==> src/hdl/ais_pkg.sv <==
// ais_pkg: shared types for the ascending integer sorter
// request payloads, cell control and neighbor link structs; no dependencies
`timescale 1ns / 1ps

package ais_pkg;

  localparam int unsigned DataW = 32;

  typedef struct packed {
    logic signed [DataW-1:0] value;
    logic                    last;
  } in_item_t;

  typedef struct packed {
    logic signed [DataW-1:0] sorted_value;
    logic                    final_res;
    logic                    overflowed;
  } out_item_t;

  // broadcast to every cell
  typedef struct packed {
    logic                    ins;
    logic                    shl;
    logic signed [DataW-1:0] x;
  } cell_ctl_t;

  // what one cell shows its neighbors
  typedef struct packed {
    logic                    valid;
    logic                    gt;
    logic signed [DataW-1:0] value;
  } cell_link_t;

  typedef enum logic [1:0] {
    ST_LOAD  = 2'b01,
    ST_DRAIN = 2'b10
  } state_t;

endpackage

==> src/hdl/ais_cell.sv <==
// ais_cell: one slot of the insertion chain, holds one value and a valid bit
// depends on ais_pkg (cell_ctl_t, cell_link_t)
`timescale 1ns / 1ps

module ais_cell (
  input  logic               clk,
  input  logic               rst,
  input  ais_pkg::cell_ctl_t ctl,
  input  ais_pkg::cell_link_t left,
  input  ais_pkg::cell_link_t right,
  output ais_pkg::cell_link_t own
);

  logic                            valid;
  logic signed [ais_pkg::DataW-1:0] value;

  // empty slots act as +infinity
  assign own.valid = valid;
  assign own.value = value;
  assign own.gt    = !valid || (value > ctl.x);

  always_ff @(posedge clk) begin
    if (rst) begin
      valid <= 1'b0;
    end else if (ctl.ins && own.gt) begin
      if (left.gt) begin
        valid <= left.valid;
      end else begin
        valid <= 1'b1;
      end
    end else if (ctl.shl) begin
      valid <= right.valid;
    end
  end

  always_ff @(posedge clk) begin
    if (ctl.ins && own.gt) begin
      if (left.gt) begin
        value <= left.value;
      end else begin
        value <= ctl.x;
      end
    end else if (ctl.shl) begin
      value <= right.value;
    end
  end

endmodule

==> config.mk <==
export PLATFORM = sky130hd
export DESIGN_NAME = ais_cell
export DESIGN_NICKNAME = d
export VERILOG_FILES = /design/src/hdl/ais_pkg.sv /design/src/hdl/ais_cell.sv
export SDC_FILE = /design/constraint.sdc
export NUM_CORES = 1
export LEC_CHECK = 0
export ABC_AREA = 1
export ABC_CLOCK_PERIOD_IN_PS = 3150
export BUFFER_PORTS_ARGS = -buffer_cell sky130_fd_sc_hd__buf_2
export CORE_UTILIZATION = 43
export CTS_CLUSTER_DIAMETER = 80
export DETAILED_ROUTE_END_ITERATION = 10
export PLACE_DENSITY = 0.79
export SETUP_SLACK_MARGIN = 0.05
export SKIP_CTS_REPAIR_TIMING = 1
export SYNTH_ARGS = -nofsm -noshare
export SYNTH_HDL_FRONTEND = slang
export SYNTH_SLANG_ARGS = --single-unit
==> constraint.sdc <==
create_clock -name clk -period 3.15 [get_ports clk]
set_input_delay 0.63 -clock clk [delete_from_list [all_inputs] [get_ports clk]]
set_output_delay 0.63 -clock clk [all_outputs]
set_load 0.02 [all_outputs]
==> metrics.csv, run 1 <==
stage,metric,value,unit
clocking,root_buffer,clkbuf_8,
clocking,clk_latency,0.28,ns
timing,max_freq,361,MHz
synthesis,synth.most_common_cell,nand2_1,
place,dpl.cell_count,546,
pwr,clockPowerShare,21.1,%
worst_setup_path,crit_chain,"buf_2, inv_1, ha_1, nand2_1, inv_2, nand3_2, nor2_2, and3_1, nand2_1, nand3_1, nand3_2, nand2_4, buf_2",
finish,num_antenna_cells,0,
worst_setup_path,cp-end-kind,output port,
synthesis,yosys-top-cells-area,"edfxtp_1 (34%), nand2_1 (19%), ha_1 (14%)",
pwr,cellLeakagePower,2.05,nW
worst_setup_path,timing.critical_path.buf_inv,4,
floorplanning,fp-row-count,29,
worst_hold_path,holdPathStages,2,
pwr,finalPower,1.45,mW
synthesis,synth_cells,342,
status,outcome,"complete, no violations",
route,vias,2664,
synthesis,yosys-top-cells-count,"nand2_1 (142), inv_1 (47), edfxtp_1 (32), ha_1 (32), o211ai_2 (30)",
synthesis,avgSynthCellArea,8.29,um^2
pwr,ir_worst_vdd,0.203,mV
place,pre_cts_slack,0.348,ns
worst_setup_path,arrival,2.14,ns
finish,design_area,0.00363,mm^2
floorplanning,die-height,83.2,um
place,hpwl,5350,um
synthesis,yosysSeqAreaShare,34.6,%
timing,tns,0,ns
timing,period_share,88.0,%
route,drtIter0Drc,86,
global_route,grt_usage,20.4,%
timing,hold_violations,0,
place,place_area,0.00355,mm^2
synthesis,synth_edf_count,32,
route,drc,0,
route,firstDrtPassIters,4,
worst_setup_path,crit_family,simple AND/OR/NAND/NOR gates,
timing,worst_pin_slew,0.680,ns
clocking,path_clk_slew,0.07,ns
floorplanning,die_x,83.2,um
finish,area_delta_synth_final,28.0,%
finish,instances_no_fill,554,
timing,fin_skew,0.00417,ns
synthesis,synthArstFlopShare,0,%
pwr,p_sw_share,35.6,%
pwr,combPwrFrac,38.2,%
flow_run,cap_violations,0,
clocking,h-tree-depth,2,
place,portBuffers,136,
global_route,grt_max_degree,34,
worst_setup_path,cp_data_required_time,2.52,ns
clocking,clock-sinks,33,
global_route,grt_pass1_wl,11600,um
synthesis,synth-seq-cells,33,
timing,relSlewSlack,54.6,%
synthesis,synth_top_area_share,33.9,%
clocking,cts_tree,built,
worst_setup_path,crit_path_start_kind,input pin,
worst_setup_path,rr_worst_depth,13,
route,wirelength,6810,um
synthesis,synth_top_cell_by_area,edfxtp_1,
pwr,switching_power,517,uW
worst_setup_path,path_depth,13,
pwr,p_int,933,uW
clocking,clock_path_buffers,2,
pwr,power.density,399,mW/mm^2
floorplanning,start_util,44.7,%
place,place.gp.congestion,0.798,
worst_setup_path,critical_path.max_stage_delay,0.31,ns
worst_setup_path,path_max_fanout,3,
synthesis,yosys_most_used_dff,edfxtp_1,
pwr,pwr-share-seq,40.7,%
route,avgRoutedWirePerCell,12.3,um
floorplanning,pin_count,138,
route,final_antenna_net_count,0,
synthesis,ys_warn_count,0,
worst_hold_path,hold_start,rst,
finish,final_nets,612,
synthesis,syn_area,0.00284,mm^2
worst_setup_path,cp_slowest_cell,ha_1,
synthesis,syn_nets,478,
worst_setup_path,crit_type,input pin to output port,
route,routed_via_density,4.81,
timing,rsz0062_at_grt,false,
global_route,antenna_found_initial,0,
global_route,grt_overflow_total,0,
timing,slew_viol_final,0,
timing,setup_viol,0,
clocking,cts_made_buffers,5,
finish,drive_gt1_share,38.8,%
timing,finalWorstSetupSlack,0.377,ns
finish,filler_cell_count,560,
worst_setup_path,critPathLaunch,ctl[31],
floorplanning,core_area,0.00635,mm^2
floorplanning,die-area,0.00692,mm^2
synthesis,ys_types,25,
worst_hold_path,hold_class,input pin to flip-flop,
timing,layout_min_cycle_time,2.77,ns
global_route,grt_pass1_vias,2694,
worst_setup_path,r2r-start,value[31],
## cells by family after synthesis
logic type | count (synthesis) | share of synthesized area [%]
AOI/OAI and AO/OA | 47 | 16.6
buffers and inverters | 63 | 10.7
and+or+nand+nor | 167 | 24.0
adders and majority gates | 32 | 14.1
DFF | 33 | 34.6
## registers in the layout, indices dropped and copies added, names as in the netlist
name,flops
value,32
valid,1
## power groups by stage
stage	registers (mW)	clock network (mW)	logic (mW)
final	0.590	0.306	0.553
after global routing	0.598	0.334	0.624
after CTS	0.591	0.319	0.559
after detailed placement	0.600	0	0.557
after global placement	0.599	0	0.539
after floorplan	0.673	0	0.304
## layout make-up
type / count / area [um^2] / share of cell area [%]
Sequential cell: 33 / 981 / 27.0
Clock buffer: 8 / 80.1 / 2.21
Timing Repair Buffer: 140 / 723 / 19.9
Tap cell: 77 / 96.3 / 2.66
Inverter: 50 / 195 / 5.38
Multi-Input combinational cell: 246 / 1550 / 42.8
## layer usage
metal  track usage (%)  part of all wire [%]  vias to the layer above
li1                  -                     -                     1392
met1              25.1                    44                     1179
met2              36.0                    50                       89
met3              3.98                   5.1                        4
met4              6.11                  0.78                        0
met5                 0                     0                        -
## worst reg2reg max path: cells and delay by family, from the launching register on
family / cells / cell delay (ns)
adder cells (fa/ha/maj): 1 / 0.33
flip-flops: 1 / 0.40
buffers and inverters: 2 / 0.32
AND/OR/NAND/NOR: 10 / 1.04
## per-stage QoR
step,utilization (%),hold WS [ns]
floorplan,-,0.503
global placement,55.9,0.519
detailed placement,55.9,0.545
CTS,57.1,0.492
finish,57.1,0.502
global route,57.1,0.502
## placed cells by master (no fill, tap or decap), types with 2 or more instances in the layout
cell,count
nand2_1,141
buf_2,136
inv_1,47
ha_1,32
edfxtp_1,32
o211ai_2,30
nor2_1,12
a21oi_1,11
nand3_1,5
clkbuf_8,5
clkbuf_1,3
buf_4,3
a21o_1,2
o21ai_0,2
inv_2,2
nand3_2,2
o211ai_1,2
## path summary, 6_finish.rpt
kind	endpoint	slack (ns)
worst max register to register	value[14]	0.73
worst min register to register	valid	0.55
worst min-delay path	valid	0.50
worst max-delay path	own[32]	0.38
Note: power is estimated with default switching activity, not from simulation.
==> inputs of run 2 (changes only) <==
--- a/config.mk
+++ b/config.mk
@@ -6,9 +6,9 @@
 export NUM_CORES = 1
 export LEC_CHECK = 0
 export ABC_AREA = 1
-export ABC_CLOCK_PERIOD_IN_PS = 3150
+export ABC_CLOCK_PERIOD_IN_PS = 3400
 export BUFFER_PORTS_ARGS = -buffer_cell sky130_fd_sc_hd__buf_2
-export CORE_UTILIZATION = 43
+export CORE_UTILIZATION = 45
 export CTS_CLUSTER_DIAMETER = 80
 export DETAILED_ROUTE_END_ITERATION = 10
 export PLACE_DENSITY = 0.79
==> constraint.sdc (replaced) <==
create_clock -name clk -period 3.4 [get_ports clk]
set_input_delay 0.68 -clock clk [delete_from_list [all_inputs] [get_ports clk]]
set_output_delay 0.68 -clock clk [all_outputs]
set_load 0.02 [all_outputs]
==> run 2 against run 1 <==
  * Worst hold slack gained 0.038 ns
  * Clock power down 7.2%
  * Total power shrank 7.2%
  * Count of clock-buffer cells in the layout unchanged
  * Via count is 1.5% higher
  * Die area fell by 4.3%
  * Sequential share of layout area increased by 0.094 points
  * First-iteration DRC count unchanged
  * Utilization rose by 3.2 points
  * Sequential power decreased by 6.9%
  * Cell area shrank 0.34%
  * Critical endpoint unchanged
  * Highest routed layer unchanged
==> metrics.csv, run 2 (synthesized netlist as in run 1, its figures left out) <==
stage,metric,value,unit,change
place,portBuffers,136,,unchanged
route,routed_via_density,4.91,,+2.1%
pwr,combPwrFrac,38.0,%,-0.2 points
pwr,p_sw_share,35.9,%,+0.24 points
timing,finalWorstSetupSlack,0.425,ns,+0.0472 ns
timing,period_share,87.5,%,
timing,slew_viol_final,0,,unchanged
global_route,grt_overflow_total,0,,unchanged
pwr,ir_worst_vdd,0.179,mV,-12%
pwr,cellLeakagePower,2.04,nW,-0.25%
worst_setup_path,rrSetupSlack,0.82,ns,+0.09 ns
route,avgRoutedWirePerCell,12.7,um,+3.3%
finish,layout_commonest_cell,nand2_1,,
floorplanning,die-height,81.4,um,-2.2%
clocking,clock-sinks,33,,unchanged
global_route,grt_pass1_vias,2619,,-2.8%
route,firstDrtPassIters,4,,unchanged
finish,area_delta_synth_final,27.5,%,
worst_setup_path,rr_worst_depth,15,,+2
floorplanning,core_area,0.00599,mm^2,-5.7%
worst_setup_path,crit_type,input pin to output port,,
finish,instances_no_fill,551,,-0.54%
floorplanning,die-area,0.00662,mm^2,-4.3%
timing,setup_viol,0,,unchanged
clocking,h-tree-depth,2,,unchanged
clocking,root_buffer,clkbuf_8,,
finish,final_nets,611,,-0.16%
timing,hold_violations,0,,unchanged
place,hpwl,5450,um,+1.8%
clocking,clock_path_buffers,2,,unchanged
floorplanning,pin_count,138,,unchanged
finish,drive_gt1_share,38.4,%,-0.34 points
worst_setup_path,arrival,2.30,ns,+0.16 ns
route,vias,2705,,+1.5%
timing,max_freq,336,MHz,
worst_setup_path,crit_path_start_kind,input pin,,
place,place_area,0.00354,mm^2,-0.35%
finish,design_area,0.00362,mm^2,-0.34%
place,place.gp.congestion,0.775,,-2.9%
worst_setup_path,cp_data_required_time,2.72,ns,+0.20 ns
pwr,power.density,372,mW/mm^2,-6.9%
timing,relSlewSlack,61.9,%,+7.4 points
route,wirelength,7000,um,+2.7%
pwr,p_int,863,uW,-7.5%
global_route,antenna_found_initial,0,,unchanged
clocking,cts_tree,built,,
status,outcome,"complete, no violations",,
global_route,grt_usage,21.9,%,+1.5 points
timing,worst_pin_slew,0.570,ns,-0.110 ns
finish,largest_register_ffs,32,,unchanged
global_route,grt_max_degree,39,,+15%
clocking,clk_latency,0.28,ns,about the same
finish,regMostFlops,value,,
floorplanning,fp-row-count,28,,-3.4%
clocking,cts_made_buffers,5,,unchanged
route,drtIter0Drc,86,,unchanged
worst_setup_path,path_max_fanout,3,,unchanged
place,dpl.cell_count,543,,-0.55%
timing,rsz0062_at_grt,false,,
global_route,grt_pass1_wl,11100,um,-4.7%
pwr,pwr-share-seq,40.8,%,about the same
finish,final_cell_mix,"nand2_1 (142), buf_2 (136), inv_1 (47), ha_1 (32), edfxtp_1 (32)",,
worst_hold_path,hold_class,flip-flop to flip-flop,,
finish,reg.largest.list,"value (32), valid (1)",,
timing,layout_min_cycle_time,2.98,ns,
clocking,path_clk_slew,0.06,ns,about the same
place,pre_cts_slack,0.466,ns,+0.118 ns
floorplanning,die_x,81.4,um,-2.2%
timing,tns,0,ns,unchanged
route,final_antenna_net_count,0,,unchanged
pwr,switching_power,483,uW,-6.6%
worst_hold_path,holdPathEnd,valid,,
timing,hold_slack,0.540,ns,+0.0382 ns
worst_setup_path,r2r-start,value[29],,
finish,num_antenna_cells,0,,unchanged
flow_run,cap_violations,0,,unchanged
route,drc,0,,unchanged
worst_hold_path,holdPathStages,2,,unchanged
floorplanning,start_util,47.3,%,+2.7 points
worst_hold_path,hold_start,valid,,
worst_setup_path,r2r-end,value[9],,
pwr,clockPowerShare,21.1,%,about the same
timing,fin_skew,0.00379,ns,-0.000381 ns
worst_setup_path,cp-end-kind,output port,,
## run 2: power groups by stage
stage	sequential, mW	combinational, mW	clock, mW
after floorplan	0.624	0.281	0
after global placement	0.554	0.495	0
after detailed placement	0.558	0.513	0
after CTS	0.549	0.518	0.296
final	0.549	0.512	0.284
after global routing	0.557	0.574	0.305
## run 2: critical path, stage by stage
cell and delay [ns]:
buf_2 0.09, inv_1 0.05, ha_1 0.33, nand2_1 0.09, inv_1 0.04, o21ai_0 0.21, nand2_1 0.10, nor2_1 0.11
nand2_1 0.07, nor2_1 0.09, nand3_1 0.10, nand3_2 0.10, nand2_4 0.08, buf_2 0.17
## run 2: how the worst max path moves through the flow
stage               depth (start not counted)        end  slack (ns)    start
floorplan                                  14   value[0]        0.23  ctl[31]
global placement                           15  value[16]        0.52  ctl[13]
detailed placement                         15  value[23]        0.47  ctl[11]
CTS                                        14    own[32]        0.41  ctl[29]
global route                               14    own[32]        0.30  ctl[29]
finish                                     14    own[32]        0.42  ctl[29]
## run 2: metrics by stage
step	utilization [%]	power, mW
finish	60.4	1.35
global route	60.4	1.44
CTS	60.4	1.36
detailed placement	59.0	1.07
global placement	59.0	1.05
floorplan	-	0.905
## run 2: area by class of cell
cell class              count  area (um^2)
fillers                   554         2370
multi-input cells         246         1550
flip-flops and latches     33          981
repair buffers            139          716
inverters                  50          195
well taps                  75         93.8
clock buffers               8         80.1
## run 2: per-layer routing
layer / track usage (%) / vias to the layer above / share of wire (%)
li1: - / 1386 / -
met1: 24.7 / 1217 / 42
met2: 40.8 / 94 / 52
met3: 4.04 / 8 / 5.0
met4: 7.14 / 0 / 1.1
met5: 0 / - / 0
